--- src/rtl/wsd_pkg.sv ---
package wsd_pkg;

    localparam int unsigned CAP_W = 32;
    localparam logic [CAP_W-1:0] DEFAULT_MAX_PAYLOAD = 32'h0400_0000;
    localparam int unsigned DEFAULT_QUEUE_DEPTH = 4;

    localparam logic [6:0] LEN_16BIT = 7'd126;
    localparam logic [6:0] LEN_64BIT = 7'd127;
    localparam logic [6:0] CONTROL_MAX = 7'd125;

    localparam logic [3:0] OP_CONT = 4'h0;
    localparam logic [3:0] OP_CLOSE = 4'h8;
    localparam logic [3:0] OP_PING = 4'h9;
    localparam logic [3:0] OP_PONG = 4'hA;

    localparam logic [1:0] ERR_NONE = 2'd0;
    localparam logic [1:0] ERR_FRAME_LONG = 2'd1;
    localparam logic [1:0] ERR_BAD_CONTROL = 2'd2;
    localparam logic [1:0] ERR_MSG_LONG = 2'd3;

    typedef struct packed {
        logic [7:0] data;
        logic [7:0] key;
        logic       has_byte;
        logic [3:0] frame_opcode;
        logic       frame_fin;
        logic       frame_end;
        logic       message_end;
        logic [3:0] message_opcode;
        logic [1:0] error_code;
    } res_t;

    function automatic logic is_data_op(input logic [3:0] op);
        return (op != OP_CLOSE) && (op != OP_PING) && (op != OP_PONG);
    endfunction

endpackage

--- src/rtl/wsd_if.sv ---
interface wsd_byte_if;
    logic       valid;
    logic       ready;
    logic [7:0] in_byte;

    modport source (output valid, output in_byte, input ready);
    modport sink (input valid, input in_byte, output ready);
endinterface

interface wsd_result_if;
    logic       valid;
    logic       ready;
    logic [7:0] payload_byte;
    logic       has_byte;
    logic [3:0] frame_opcode;
    logic       frame_fin;
    logic       frame_end;
    logic       message_end;
    logic [3:0] message_opcode;
    logic [1:0] error_code;

    modport source (
        output valid, output payload_byte, output has_byte, output frame_opcode,
        output frame_fin, output frame_end, output message_end,
        output message_opcode, output error_code, input ready
    );
    modport sink (
        input valid, input payload_byte, input has_byte, input frame_opcode,
        input frame_fin, input frame_end, input message_end,
        input message_opcode, input error_code, output ready
    );
endinterface

--- src/rtl/wsd_front.sv ---
module wsd_front (
    input  logic                        clk,
    input  logic                        rst_n,
    input  logic                        cfg_wr_en,
    input  logic [wsd_pkg::CAP_W-1:0]   cfg_wr_data,
    wsd_byte_if.sink                    in_ch,
    input  logic                        q_full,
    output logic                        push,
    output wsd_pkg::res_t               push_rec,
    output logic                        err_latched
);
    import wsd_pkg::*;

    typedef enum logic [4:0] {
        PH_BYTE0   = 5'b00001,
        PH_BYTE1   = 5'b00010,
        PH_EXTLEN  = 5'b00100,
        PH_MASKKEY = 5'b01000,
        PH_PAYLOAD = 5'b10000
    } phase_t;

    phase_t      phase_reg, phase_next;
    logic [2:0]  idx_reg, idx_next;
    logic [63:0] dlen_reg, dlen_next;
    logic [31:0] key_reg, key_next;
    logic        mask_reg, mask_next;
    logic        fin_reg, fin_next;
    logic [3:0]  op_reg, op_next;
    logic [1:0]  pos_reg, pos_next;
    logic [31:0] remain_reg, remain_next;
    logic [31:0] msg_bytes_reg, msg_bytes_next;
    logic        msg_open_reg, msg_open_next;
    logic [3:0]  msg_op_reg, msg_op_next;
    logic        err_reg, err_next;
    logic [CAP_W-1:0] max_reg;

    logic        accept;
    logic [7:0]  b;
    logic        len_done, key_done, fd;
    logic [7:0]  fd_data, fd_key;
    logic        fd_has;
    logic        too_long, bad_ctrl, too_msg;
    logic [32:0] msg_sum;
    logic [7:0]  kbyte;
    logic [1:0]  err_code;

    assign in_ch.ready = !q_full;
    assign accept = in_ch.valid && !q_full;
    assign b = in_ch.in_byte;
    assign err_latched = err_reg;

    always_comb
    begin
        case (pos_reg)
            2'd0:    kbyte = key_reg[31:24];
            2'd1:    kbyte = key_reg[23:16];
            2'd2:    kbyte = key_reg[15:8];
            default: kbyte = key_reg[7:0];
        endcase
        if (!mask_reg)
        begin
            kbyte = 8'h00;
        end
    end

    always_comb
    begin
        phase_next     = phase_reg;
        idx_next       = idx_reg;
        dlen_next      = dlen_reg;
        key_next       = key_reg;
        mask_next      = mask_reg;
        fin_next       = fin_reg;
        op_next        = op_reg;
        pos_next       = pos_reg;
        remain_next    = remain_reg;
        msg_bytes_next = msg_bytes_reg;
        msg_open_next  = msg_open_reg;
        msg_op_next    = msg_op_reg;
        err_next       = err_reg;
        push           = 1'b0;
        push_rec       = '0;
        len_done       = 1'b0;
        key_done       = 1'b0;
        fd             = 1'b0;
        fd_data        = 8'h00;
        fd_key         = 8'h00;
        fd_has         = 1'b0;
        err_code       = ERR_NONE;
        too_long       = 1'b0;
        bad_ctrl       = 1'b0;
        too_msg        = 1'b0;
        msg_sum        = '0;

        if (accept && !err_reg)
        begin
            case (phase_reg)
                PH_BYTE0:
                begin
                    fin_next   = b[7];
                    op_next    = b[3:0];
                    phase_next = PH_BYTE1;
                end
                PH_BYTE1:
                begin
                    mask_next = b[7];
                    dlen_next = '0;
                    if (b[6:0] == LEN_16BIT)
                    begin
                        phase_next = PH_EXTLEN;
                        idx_next   = 3'd1;
                    end
                    else if (b[6:0] == LEN_64BIT)
                    begin
                        phase_next = PH_EXTLEN;
                        idx_next   = 3'd7;
                    end
                    else
                    begin
                        dlen_next = {57'd0, b[6:0]};
                        len_done  = 1'b1;
                    end
                end
                PH_EXTLEN:
                begin
                    dlen_next = {dlen_reg[55:0], b};
                    if (idx_reg == 3'd0)
                    begin
                        len_done = 1'b1;
                    end
                    else
                    begin
                        idx_next = idx_reg - 3'd1;
                    end
                end
                PH_MASKKEY:
                begin
                    key_next = {key_reg[23:0], b};
                    if (idx_reg == 3'd0)
                    begin
                        key_done = 1'b1;
                    end
                    else
                    begin
                        idx_next = idx_reg - 3'd1;
                    end
                end
                PH_PAYLOAD:
                begin
                    if (remain_reg[31:1] == 31'd0)
                    begin
                        fd      = 1'b1;
                        fd_data = b;
                        fd_key  = kbyte;
                        fd_has  = 1'b1;
                    end
                    else
                    begin
                        pos_next    = pos_reg + 2'd1;
                        remain_next = remain_reg - 32'd1;
                        push        = 1'b1;
                        push_rec.data           = b;
                        push_rec.key            = kbyte;
                        push_rec.has_byte       = 1'b1;
                        push_rec.frame_opcode   = op_reg;
                        push_rec.frame_fin      = fin_reg;
                        push_rec.message_opcode = msg_open_reg ? msg_op_reg : 4'h0;
                    end
                end
                default:
                begin
                    phase_next = PH_BYTE0;
                end
            endcase

            if (len_done)
            begin
                too_long = (|dlen_next[63:32]) || (dlen_next[31:0] > max_reg);
                bad_ctrl = op_next[3] &&
                           ((|dlen_next[63:7]) || (dlen_next[6:0] > CONTROL_MAX) || !fin_next);
                msg_sum  = {1'b0, msg_bytes_reg} + {1'b0, dlen_next[31:0]};
                too_msg  = msg_sum > {1'b0, max_reg};
                if (too_long)
                begin
                    err_code = ERR_FRAME_LONG;
                end
                else if (bad_ctrl)
                begin
                    err_code = ERR_BAD_CONTROL;
                end
                else if ((op_next == OP_CONT) && too_msg)
                begin
                    err_code = ERR_MSG_LONG;
                end
                else
                begin
                    if (op_next == OP_CONT)
                    begin
                        msg_bytes_next = msg_sum[31:0];
                    end
                    else if (is_data_op(op_next))
                    begin
                        msg_bytes_next = dlen_next[31:0];
                        msg_open_next  = 1'b1;
                        msg_op_next    = op_next;
                    end
                    remain_next = dlen_next[31:0];
                    if (mask_next)
                    begin
                        phase_next = PH_MASKKEY;
                        idx_next   = 3'd3;
                        key_next   = '0;
                    end
                    else
                    begin
                        key_done = 1'b1;
                    end
                end
            end

            if (err_code != ERR_NONE)
            begin
                err_next = 1'b1;
                push     = 1'b1;
                push_rec.frame_opcode = op_next;
                push_rec.frame_fin    = fin_next;
                push_rec.error_code   = err_code;
            end

            if (key_done)
            begin
                pos_next = 2'd0;
                if (remain_next == 32'd0)
                begin
                    fd = 1'b1;
                end
                else
                begin
                    phase_next = PH_PAYLOAD;
                end
            end

            if (fd)
            begin
                push = 1'b1;
                push_rec.data           = fd_data;
                push_rec.key            = fd_key;
                push_rec.has_byte       = fd_has;
                push_rec.frame_opcode   = op_next;
                push_rec.frame_fin      = fin_next;
                push_rec.frame_end      = 1'b1;
                push_rec.message_opcode = msg_open_next ? msg_op_next : 4'h0;
                if (is_data_op(op_next) && fin_next && msg_open_next)
                begin
                    push_rec.message_end = 1'b1;
                    msg_open_next        = 1'b0;
                    msg_bytes_next       = '0;
                end
                phase_next = PH_BYTE0;
            end
        end
    end

    always_ff @(posedge clk or negedge rst_n)
    begin
        if (!rst_n)
        begin
            phase_reg     <= PH_BYTE0;
            idx_reg       <= '0;
            dlen_reg      <= '0;
            key_reg       <= '0;
            mask_reg      <= 1'b0;
            fin_reg       <= 1'b0;
            op_reg        <= '0;
            pos_reg       <= '0;
            remain_reg    <= '0;
            msg_bytes_reg <= '0;
            msg_open_reg  <= 1'b0;
            msg_op_reg    <= '0;
            err_reg       <= 1'b0;
            max_reg       <= DEFAULT_MAX_PAYLOAD;
        end
        else
        begin
            phase_reg     <= phase_next;
            idx_reg       <= idx_next;
            dlen_reg      <= dlen_next;
            key_reg       <= key_next;
            mask_reg      <= mask_next;
            fin_reg       <= fin_next;
            op_reg        <= op_next;
            pos_reg       <= pos_next;
            remain_reg    <= remain_next;
            msg_bytes_reg <= msg_bytes_next;
            msg_open_reg  <= msg_open_next;
            msg_op_reg    <= msg_op_next;
            err_reg       <= err_next;
            if (cfg_wr_en)
            begin
                max_reg <= cfg_wr_data;
            end
        end
    end

endmodule

--- src/rtl/wsd_queue.sv ---
module wsd_queue #(
    parameter int unsigned DEPTH = wsd_pkg::DEFAULT_QUEUE_DEPTH
) (
    input  logic           clk,
    input  logic           rst_n,
    input  logic           push,
    input  wsd_pkg::res_t  push_rec,
    input  logic           pop,
    output wsd_pkg::res_t  head_rec,
    output logic           full,
    output logic           empty
);
    import wsd_pkg::*;

    localparam int unsigned PtrW = (DEPTH > 1) ? $clog2(DEPTH) : 1;
    localparam int unsigned CntW = $clog2(DEPTH + 1);
    localparam logic [PtrW-1:0] LastPtr = PtrW'(DEPTH - 1);

    res_t            mem [DEPTH];
    logic [PtrW-1:0] head_reg, head_next;
    logic [PtrW-1:0] tail_reg, tail_next;
    logic [CntW-1:0] count_reg, count_next;

    assign full     = (count_reg == CntW'(DEPTH));
    assign empty    = (count_reg == '0);
    assign head_rec = mem[head_reg];

    always_comb
    begin
        head_next  = head_reg;
        tail_next  = tail_reg;
        count_next = count_reg;
        if (push)
        begin
            tail_next = (tail_reg == LastPtr) ? '0 : tail_reg + PtrW'(1);
        end
        if (pop)
        begin
            head_next = (head_reg == LastPtr) ? '0 : head_reg + PtrW'(1);
        end
        case ({push, pop})
            2'b10:   count_next = count_reg + CntW'(1);
            2'b01:   count_next = count_reg - CntW'(1);
            default: count_next = count_reg;
        endcase
    end

    always_ff @(posedge clk)
    begin
        if (push)
        begin
            mem[tail_reg] <= push_rec;
        end
    end

    always_ff @(posedge clk or negedge rst_n)
    begin
        if (!rst_n)
        begin
            head_reg  <= '0;
            tail_reg  <= '0;
            count_reg <= '0;
        end
        else
        begin
            head_reg  <= head_next;
            tail_reg  <= tail_next;
            count_reg <= count_next;
        end
    end

endmodule

--- src/rtl/wsd_back.sv ---
module wsd_back (
    input  logic           clk,
    input  logic           rst_n,
    input  wsd_pkg::res_t  head_rec,
    input  logic           q_empty,
    output logic           pop,
    wsd_result_if.source   out_ch
);
    import wsd_pkg::*;

    logic       valid_reg;
    res_t       rec_reg;
    logic [7:0] byte_reg;

    assign pop = !q_empty && (!valid_reg || out_ch.ready);

    always_ff @(posedge clk or negedge rst_n)
    begin
        if (!rst_n)
        begin
            valid_reg <= 1'b0;
        end
        else if (pop)
        begin
            valid_reg <= 1'b1;
        end
        else if (out_ch.ready)
        begin
            valid_reg <= 1'b0;
        end
    end

    // unmask on the way out
    always_ff @(posedge clk)
    begin
        if (pop)
        begin
            rec_reg  <= head_rec;
            byte_reg <= head_rec.data ^ head_rec.key;
        end
    end

    assign out_ch.valid          = valid_reg;
    assign out_ch.payload_byte   = byte_reg;
    assign out_ch.has_byte       = rec_reg.has_byte;
    assign out_ch.frame_opcode   = rec_reg.frame_opcode;
    assign out_ch.frame_fin      = rec_reg.frame_fin;
    assign out_ch.frame_end      = rec_reg.frame_end;
    assign out_ch.message_end    = rec_reg.message_end;
    assign out_ch.message_opcode = rec_reg.message_opcode;
    assign out_ch.error_code     = rec_reg.error_code;

endmodule

--- src/rtl/websocket_frame_deframer.sv ---
// results are queued, then registered at the output; one byte per cycle while
// the queue has room; header and mask key bytes yield only error or empty-frame
// results; QUEUE_DEPTH queue entries let the parser run while the output stalls
// reset clears the parser, message tracking and error latch; cap returns to 64 MiB
// after an error result the block takes bytes but stays silent until reset
module websocket_frame_deframer #(
    parameter int unsigned QUEUE_DEPTH = wsd_pkg::DEFAULT_QUEUE_DEPTH
) (
    input  logic                        clk,
    input  logic                        rst_n,
    input  logic                        cfg_wr_en,
    input  logic [wsd_pkg::CAP_W-1:0]   cfg_wr_data,
    wsd_byte_if.sink                    in_ch,
    wsd_result_if.source                out_ch
);
    import wsd_pkg::*;

    logic push, pop, q_full, q_empty, err_latched;
    res_t push_rec, head_rec;

    wsd_front u_front (
        .clk         (clk),
        .rst_n       (rst_n),
        .cfg_wr_en   (cfg_wr_en),
        .cfg_wr_data (cfg_wr_data),
        .in_ch       (in_ch),
        .q_full      (q_full),
        .push        (push),
        .push_rec    (push_rec),
        .err_latched (err_latched)
    );

    wsd_queue #(
        .DEPTH (QUEUE_DEPTH)
    ) u_queue (
        .clk      (clk),
        .rst_n    (rst_n),
        .push     (push),
        .push_rec (push_rec),
        .pop      (pop),
        .head_rec (head_rec),
        .full     (q_full),
        .empty    (q_empty)
    );

    wsd_back u_back (
        .clk      (clk),
        .rst_n    (rst_n),
        .head_rec (head_rec),
        .q_empty  (q_empty),
        .pop      (pop),
        .out_ch   (out_ch)
    );

    a_push_room: assert property (@(posedge clk) disable iff (!rst_n)
        push |-> !q_full)
        else $error("push into full queue");

    a_silent_after_error: assert property (@(posedge clk) disable iff (!rst_n)
        err_latched |-> !push)
        else $error("result produced after error");

    a_msg_end_on_frame_end: assert property (@(posedge clk) disable iff (!rst_n)
        (out_ch.valid && out_ch.message_end) |-> out_ch.frame_end)
        else $error("message end without frame end");

    a_error_no_byte: assert property (@(posedge clk) disable iff (!rst_n)
        (out_ch.valid && (out_ch.error_code != ERR_NONE)) |->
            (!out_ch.has_byte && !out_ch.frame_end))
        else $error("error result carries data");

endmodule
--- src/flat_wrapper.sv ---
// flat-port wrapper written by rule: the top's interface ports become plain ports
module websocket_frame_deframer_flat import wsd_pkg::*;
#(
    parameter int unsigned QUEUE_DEPTH = wsd_pkg::DEFAULT_QUEUE_DEPTH
)
  (clk, rst_n, cfg_wr_en, cfg_wr_data, in_ch_valid, in_ch_in_byte, in_ch_ready, out_ch_valid, out_ch_payload_byte, out_ch_has_byte, out_ch_frame_opcode, out_ch_frame_fin, out_ch_frame_end, out_ch_message_end, out_ch_message_opcode, out_ch_error_code, out_ch_ready);
  wsd_byte_if in_ch_i ();
  wsd_result_if out_ch_i ();
  input  logic clk;
  input  logic rst_n;
  input  logic cfg_wr_en;
  input  logic [wsd_pkg::CAP_W-1:0] cfg_wr_data;
  input wire logic [$bits(in_ch_i.valid)-1:0] in_ch_valid;
  input wire logic [$bits(in_ch_i.in_byte)-1:0] in_ch_in_byte;
  output wire logic [$bits(in_ch_i.ready)-1:0] in_ch_ready;
  output wire logic [$bits(out_ch_i.valid)-1:0] out_ch_valid;
  output wire logic [$bits(out_ch_i.payload_byte)-1:0] out_ch_payload_byte;
  output wire logic [$bits(out_ch_i.has_byte)-1:0] out_ch_has_byte;
  output wire logic [$bits(out_ch_i.frame_opcode)-1:0] out_ch_frame_opcode;
  output wire logic [$bits(out_ch_i.frame_fin)-1:0] out_ch_frame_fin;
  output wire logic [$bits(out_ch_i.frame_end)-1:0] out_ch_frame_end;
  output wire logic [$bits(out_ch_i.message_end)-1:0] out_ch_message_end;
  output wire logic [$bits(out_ch_i.message_opcode)-1:0] out_ch_message_opcode;
  output wire logic [$bits(out_ch_i.error_code)-1:0] out_ch_error_code;
  input wire logic [$bits(out_ch_i.ready)-1:0] out_ch_ready;
  assign in_ch_i.valid = in_ch_valid;
  assign in_ch_i.in_byte = in_ch_in_byte;
  assign in_ch_ready = in_ch_i.ready;
  assign out_ch_valid = out_ch_i.valid;
  assign out_ch_payload_byte = out_ch_i.payload_byte;
  assign out_ch_has_byte = out_ch_i.has_byte;
  assign out_ch_frame_opcode = out_ch_i.frame_opcode;
  assign out_ch_frame_fin = out_ch_i.frame_fin;
  assign out_ch_frame_end = out_ch_i.frame_end;
  assign out_ch_message_end = out_ch_i.message_end;
  assign out_ch_message_opcode = out_ch_i.message_opcode;
  assign out_ch_error_code = out_ch_i.error_code;
  assign out_ch_i.ready = out_ch_ready;
  websocket_frame_deframer #(.QUEUE_DEPTH(QUEUE_DEPTH)) u_core (.clk(clk), .rst_n(rst_n), .cfg_wr_en(cfg_wr_en), .cfg_wr_data(cfg_wr_data), .in_ch(in_ch_i), .out_ch(out_ch_i));
endmodule
--- config.mk ---
export PLATFORM = sky130hd
export DESIGN_NAME = websocket_frame_deframer_flat
export DESIGN_NICKNAME = d
export VERILOG_FILES = /design/src/rtl/wsd_pkg.sv /design/src/rtl/wsd_if.sv /design/src/rtl/wsd_front.sv /design/src/rtl/wsd_queue.sv /design/src/rtl/wsd_back.sv /design/src/rtl/websocket_frame_deframer.sv /design/src/flat_wrapper.sv
export SDC_FILE = /design/constraint.sdc
export NUM_CORES = 1
export LEC_CHECK = 0
export BUFFER_PORTS_ARGS = -buffer_cell sky130_fd_sc_hd__buf_2
export CAP_MARGIN = 5
export CORE_MARGIN = 3
export CORE_UTILIZATION = 25
export CTS_CLUSTER_SIZE = 10
export DETAILED_ROUTE_END_ITERATION = 10
export GPL_ROUTABILITY_DRIVEN = 1
export GPL_TIMING_DRIVEN = 0
export SLEW_MARGIN = 20
export SYNTH_ARGS = -nofsm -noshare
export SYNTH_HDL_FRONTEND = slang
export SYNTH_SLANG_ARGS = --single-unit
--- constraint.sdc ---
create_clock -name clk -period 15.8 [get_ports clk]
set_clock_uncertainty 0.2 [all_clocks]
set_input_delay 1.58 -clock clk [delete_from_list [all_inputs] [get_ports clk]]
set_output_delay 1.58 -clock clk [all_outputs]
set_load 0.05 [all_outputs]
Word-level counts from Yosys, hierarchy flattened
Memory sizes are Yosys's and may differ from the RTL's.
Cells that the tools add are included.
Widths: inputs -> output; s select.
{"block": "classes", "add_sub_neg": 8, "n_mul": 0, "div": 0, "magnitude_cmp": 3, "n_eq_ne": 18, "shifts": 0, "mux": 120, "bitwise_logic": 1, "reduce_logical": 34}
{"op": "$mux 32", "count": 21}
{"op": "$pmux 64 s2", "count": 1}
{"op": "$mux 64", "count": 1}
{"op": "$reduce_or 57->1", "count": 1}
{"op": "$mux 5", "count": 11}
{"op": "$mux 4", "count": 12}
{"op": "$mux 22", "count": 2}
{"op": "$mux 8", "count": 5}
{"op": "$mux 1", "count": 39}
{"op": "$add 32x32->33", "count": 1}
{"op": "$gt 33x32->1", "count": 1}
{"op": "$gt 32x32->1", "count": 1}
{"op": "$logic_not 32->1", "count": 1}
{"op": "$reduce_or 32->1", "count": 1}
{"op": "$sub 32x1->32 const B", "count": 1}
{"op": "$logic_not 31->1", "count": 1}
{"op": "$mux 30", "count": 1}
{"op": "$mux 28", "count": 1}
{"op": "$mux 3", "count": 8}
{"op": "$pmux 8 s3", "count": 1}
{"op": "$mux 2", "count": 11}
{"op": "$pmux 5 s3", "count": 1}
{"op": "$eq 7x7->1 const B", "count": 2}
{"op": "$mux 7", "count": 2}
{"op": "other kinds (28)", "count": 57}
{"block": "word_totals", "regBits": 244, "latch_bits": 0, "ramBits": 120, "mem_bits_ro": 0, "out_inout_bits": 24, "mem_count": 1}
{"memory": "u_core.u_queue.mem", "depth": 4, "width": 30, "read_ports": 1, "rd_ports_with_merged_regs": 0, "wr": 1, "line_no": "wsd_queue.sv:19", "text": "res_t mem [DEPTH];"}

Logic depth before layout (Yosys ltp)
{"block": "logic_depth", "ltp_word": 21, "ltp_mapped": 38}

Hierarchy
A second synthesis with hierarchy kept.
{"block": "unflattened", "cells_unflattened": 1927, "hier_area_um2": 20141.8}
{"module": "wsd_front", "instances": 1, "cells_each": 1696, "area_per_inst_um2": 14574.0, "seq_area_each_um2": 5357.6}
{"module": "wsd_queue", "instances": 1, "cells_each": 196, "area_per_inst_um2": 4787.1, "seq_area_each_um2": 3778.6}
{"module": "wsd_back", "instances": 1, "cells_each": 35, "area_per_inst_um2": 780.7, "seq_area_each_um2": 685.7}

Worst setup path before layout
Ideal clock, no wire load.
{"block": "synth_timing", "path_type": "input port to flip-flop", "from": "input port in_ch_in_byte[5]", "to": "memory u_core.u_queue.mem[0][0] (netlist bit), enable pin", "arrival_time_ns": 7.989, "required_ns": 15.210, "path_slack_ns": 7.221, "path_stages": 30, "path_buffers": 2, "path_cell_list": "nand4_1 or2_0 clkbuf_1 nand2_1 nand2_1 a22oi_1 inv_1 ha_1 fa_1 a211oi_1 nor3_1 o41ai_1 nor2b_1 o21ai_0 a21o_1 a21oi_1 xnor2_1 ha_1 nand4_1 or4_1 a311oi_1 a211o_1 o211ai_1 a31oi_1 or2_2 clkbuf_1 nor3_1 or2_2 nand2_1 and2_1"}
{"block": "synth_between", "elab_chain_len": 21, "elab_cells_between_ends": 44}
{"element": "start: declaration", "line_no": "flat_wrapper.sv:14", "text": "input wire logic [$bits(in_ch_i.in_byte)-1:0] in_ch_in_byte;"}
{"element": "$eq 7x7->1", "line_no": "wsd_front.sv:113", "text": "else if (b[6:0] == LEN_64BIT)"}
{"element": "$mux 7", "line_no": "wsd_front.sv:113"}
{"element": "$mux 7", "line_no": "wsd_front.sv:108", "text": "if (b[6:0] == LEN_16BIT)"}
{"element": "$pmux 64 s2", "line_no": "wsd_front.sv:97", "text": "case (phase_reg)"}
{"element": "$mux 64", "line_no": "wsd_front.sv:95", "text": "if (accept && !err_reg)"}
{"element": "$add 32x32->33 or $gt 7x7->1 (tied branches)", "line_no": "wsd_front.sv:181, wsd_front.sv:180"}
{"element": "$gt 33x32->1 or $logic_or 1x1->1 (tied branches)", "line_no": "wsd_front.sv:182, wsd_front.sv:180"}
{"element": "$logic_and 1x1->1 or $logic_or 1x1->1 (tied branches)", "line_no": "wsd_front.sv:191, wsd_front.sv:180"}
{"element": "(+5 left out)"}
{"element": "$logic_not 32->1", "line_no": "wsd_front.sv:233", "text": "if (remain_next == 32'd0)"}
{"element": "$mux 1", "line_no": "wsd_front.sv:233"}
{"element": "$mux 1", "line_no": "wsd_front.sv:230", "text": "if (key_done)"}
{"element": "$mux 1", "line_no": "wsd_front.sv:95"}
{"element": "$mux 1 (*)", "line_no": "wsd_front.sv:243", "text": "if (fd)"}
{"element": "$mux 1 (*)", "line_no": "wsd_front.sv:95"}
{"element": "$mux 1 (*)", "line_no": "wsd_queue.sv:50", "text": "if (push)"}
{"element": "$mux 1 (implied by the code) (*)", "line_no": "wsd_queue.sv:52", "text": "mem[tail_reg] <= push_rec;"}
{"element": "end: declaration", "line_no": "wsd_queue.sv:19"}
Mark *: on every way between the ends. The rest lies on a longest branch, timed or not. The select of a mux whose other input is x is not followed.

Worst setup path after layout
{"block": "layout_timing", "from": "input port in_ch_in_byte[3]", "to": "register u_core.u_front.msg_bytes_reg[12]"}
{"block": "layout_between", "elab_chain_len": 18, "elab_cells_between_ends": 58}
{"element": "$eq 7x7->1", "line_no": "wsd_front.sv:113"}
{"element": "$mux 7", "line_no": "wsd_front.sv:113"}
{"element": "$mux 7", "line_no": "wsd_front.sv:108"}
{"element": "$pmux 64 s2", "line_no": "wsd_front.sv:97"}
{"element": "$mux 64", "line_no": "wsd_front.sv:95"}
{"element": "$add 32x32->33 or $gt 7x7->1 (tied branches)", "line_no": "wsd_front.sv:181, wsd_front.sv:180"}
{"element": "$gt 33x32->1 or $logic_or 1x1->1 (tied branches)", "line_no": "wsd_front.sv:182, wsd_front.sv:180"}
{"element": "$logic_and 1x1->1 or $logic_or 1x1->1 (tied branches)", "line_no": "wsd_front.sv:191, wsd_front.sv:180"}
{"element": "(+2 left out)"}
{"element": "$mux 32", "line_no": "wsd_front.sv:183", "text": "if (too_long)"}
{"element": "$mux 32", "line_no": "wsd_front.sv:176", "text": "if (len_done)"}
{"element": "$mux 32", "line_no": "wsd_front.sv:95"}
{"element": "$logic_not 32->1", "line_no": "wsd_front.sv:233"}
{"element": "$mux 1", "line_no": "wsd_front.sv:233"}
{"element": "$mux 1", "line_no": "wsd_front.sv:230"}
{"element": "$mux 1", "line_no": "wsd_front.sv:95"}
{"element": "$mux 32 (*)", "line_no": "wsd_front.sv:243"}
{"element": "end signal: assignment", "line_no": "wsd_front.sv:294", "text": "msg_bytes_reg <= msg_bytes_next;"}
{"element": "end: declaration", "line_no": "wsd_front.sv:31", "text": "logic [31:0] msg_bytes_reg, msg_bytes_next;"}
Marked as above.
A chain may end at the register's enable or synchronous reset.

==> metrics.txt <==
DPL Wire Length 45,830 um; multiplexer share of the synthesized area 3.478%; Clock Sinks 364; Top FF cell, synth dfrtp_1; top-count cell post-synth dfrtp_1; max reg flops 120; Finished Cell Area 0.02320 mm2; Root Buffer clkbuf_16; worst vdd ir 0.09145 mV; synth cell count leaders 220 x dfrtp_1, 208 x nand2_1, 142 x edfxtp_1; status completed; Synth area leader dfrtp_1; CP Data Arrival Time 10.97 ns; H-tree Lvls 2; core area 0.07913 mm2; Post-Syn Instances 1,907; Initial Utilization 25.32%; Reg2Reg Setup Slack 5.39 ns; fillers 8,277; Detail Route Antenna Nets 0; register bit total from synthesis 364; initial antenna violation count 0; crit path to u_core.u_front.msg_bytes_reg[12]$_DFFE_PN0P_; CTS buffer count 43; Slew headroom 26.31%; worst path bufs/invs 5; hold_buf cts 0; Post-synth EDFFs 142; largest net degree at the start of global routing 77; Total GRT Usage 14.92%; TritonCTS clock tree built; Leakage 9.555 nW; post_cts resized 0; sequential fraction of the synthesis area 49.02%; XOR/XNOR Fraction of Synth Area 3.060%; max-cap violations 0; slowest CP cell o311ai_2; critical path class in2reg; Row Count 103; CP top delay family compound AO/OA/AOI/OAI gates; CP Capture Type register; final wirelength 62,980 um; clock-pin slew on the worst setup and hold paths 0.05 ns; ranking of synthesized cells by area dfrtp_1 27%, edfxtp_1 21%, ha_1 6.8%, a22o_1 3.9%, nand2_1 3.9%; Comb pwr share 39.3%; Die W 289.1 um; DR WL/cell 20.28 um; final std cells w/o fill 3,105; Post-Place Cells 3,032; area of the mapped netlist 0.02004 mm2; HP Class reg2reg; num ports 69; Setup TNS 0 ns; total grt overflow 0; final net count 2,183; total internal power 2.117 mW; RSZ-0062 raised after global routing no; Port-buffer cells 67; final hold vios 0; Yosys top cell area share 27.48%; asr flop ratio synth 60.99%; period utilization 68.00%; critical path's most frequent cell nand2_1; largest family of logic cells by synthesized area compound AO/OA/AOI/OAI gates; critical-path maximum fanout 10; share of cells above drive strength 1 10.08%; drt first-iter violations 1,644; area delta synth->final 15.77%; first-pass GRT wire length 96,460 um; Skew-Pair Late Insertion Delay 0.58 ns; f_max 93.08 MHz; Synth Area in Compound Gates 20.32%; maximum root-to-sink buffer count 3; switching share of power 41.36%; Critical Path Source Type input port; die area 0.08358 mm2; vias per std cell 5.229; worst reg2reg startpoint u_core.u_front.phase_reg[2]$_DFFE_PN0P_; Die Height 289.1 um; P_sw 1.493 mW; first-pass detailed-route iteration total 8; Yosys cell types 95; clock network power share 25.9%; Syn Nets 2,063; setup bufs post-CTS 0; sequential fraction of design power 34.7%; power density over the cells 155.6 mW/mm2; dpl cell area 0.02191 mm2; worst-margin pin slew 1.101 ns; reg2reg end u_core.u_front.msg_bytes_reg[12]$_DFFE_PN0P_; Warnings, synthesis 0; R2R depth 31; Via Count 16,240; residual DRC count 0; adder-cell area share of the yosys netlist 7.007%; Critical Path Start in_ch_in_byte[3]; Mean Syn Cell Area 10.51 um2; vias in the first global route 15,850; slowest stage delay, CP 0.88 ns; cell count along the critical path 31; Synth Area in Simple Gates 13.58%; Final Max Slew Viols 0; GP Congestion 0.9347; Final min period 10.74 ns; Required @ worst endpoint 16.03 ns; endpoints failing setup 0
==> worst min-delay path by stage <==
stage	endpoint	startpoint	depth (start not counted)
5_1_grt	u_core.u_front.msg_bytes_reg[3]$_DFFE_PN0P_	u_core.u_front.msg_bytes_reg[3]$_DFFE_PN0P_	1
3_3_place_gp	u_core.u_front.err_latched$_DFFE_PN0P_	u_core.u_front.err_latched$_DFFE_PN0P_	1
6_report	u_core.u_front.idx_reg[1]$_DFFE_PN0P_	u_core.u_front.idx_reg[1]$_DFFE_PN0P_	2
3_5_place_dp	u_core.u_front.idx_reg[1]$_DFFE_PN0P_	u_core.u_front.idx_reg[1]$_DFFE_PN0P_	2
4_1_cts	u_core.u_front.idx_reg[1]$_DFFE_PN0P_	u_core.u_front.idx_reg[1]$_DFFE_PN0P_	2
2_1_floorplan	u_core.u_front.err_latched$_DFFE_PN0P_	u_core.u_front.err_latched$_DFFE_PN0P_	1
==> final cells by class <==
type                            instances  area [um2]  area share [%]
Timing Repair Buffer                   75       535.5           2.309
Buffer                                 96       392.9           1.694
Clock buffer                           68        1220           5.259
Multi-Input combinational cell       1363        9534           41.10
Tap cell                             1050        1314           5.664
Antenna cell                            1       2.502         0.01079
Clock inverter                          4       60.06          0.2589
Sequential cell                       364        9822           42.34
Inverter                               84       315.3           1.359
==> layout by cell type (no fill, tap or decap), types with 27 or more instances in the layout <==
master and n:
nand3_1 31, nor2_1 108, edfxtp_1 142, a22oi_1 30, nand2_1 208, dfrtp_1 220, a21o_1 27, inv_1 81
nor3_1 34, xnor2_1 27, clkbuf_16 43, clkbuf_1 98, a22o_1 90, a21oi_1 125, o21ai_0 119, buf_2 72
xor2_1 43, ha_1 109
==> power groups by stage <==
stage	clock, mW	combinational, mW	sequential (mW)
after floorplan	0	0.877	1.31
after global placement	0	1.36	1.27
after detailed placement	0	1.39	1.27
after CTS	0.957	1.40	1.25
after global routing	0.996	1.54	1.27
final	0.935	1.42	1.25
==> tightest hold or removal path, stage by stage, from the launching register on <==
cell,delay (ns)
dfrtp_1,0.35
nand2_1,0.05
nand2_1,0.05
==> per-stage QoR <==
step	setup WS (ns)	utilization, %	hold slack [ns]	power [mW]
after global routing	4.621	29.31	0.3184	3.808
after global placement	4.356	27.40	0.2572	2.629
after floorplan	7.221	-	0.2404	2.190
after detailed placement	4.731	27.68	0.2680	2.656
final	5.056	29.31	0.2815	3.610
after CTS	5.297	29.30	0.2853	3.604
==> logic make-up after synthesis <==
group | count (synthesis)
XOR/XNOR | 70
AND/OR/NAND/NOR | 553
AO/OA/AOI/OAI | 588
buffers and inverters | 180
multiplexers | 41
flip-flops | 364
adder cells (fa/ha/maj) | 111
==> metal layers <==
layer | up-vias | track usage (%) | wire length, um
li1 | 7449 | - | -
met1 | 7970 | 20.37 | 27440
met2 | 682 | 23.09 | 27890
met3 | 136 | 3.603 | 5482
met4 | 0 | 5.141 | 2166
met5 | - | 0 | 0
Note: power is estimated with default switching activity, not from simulation.
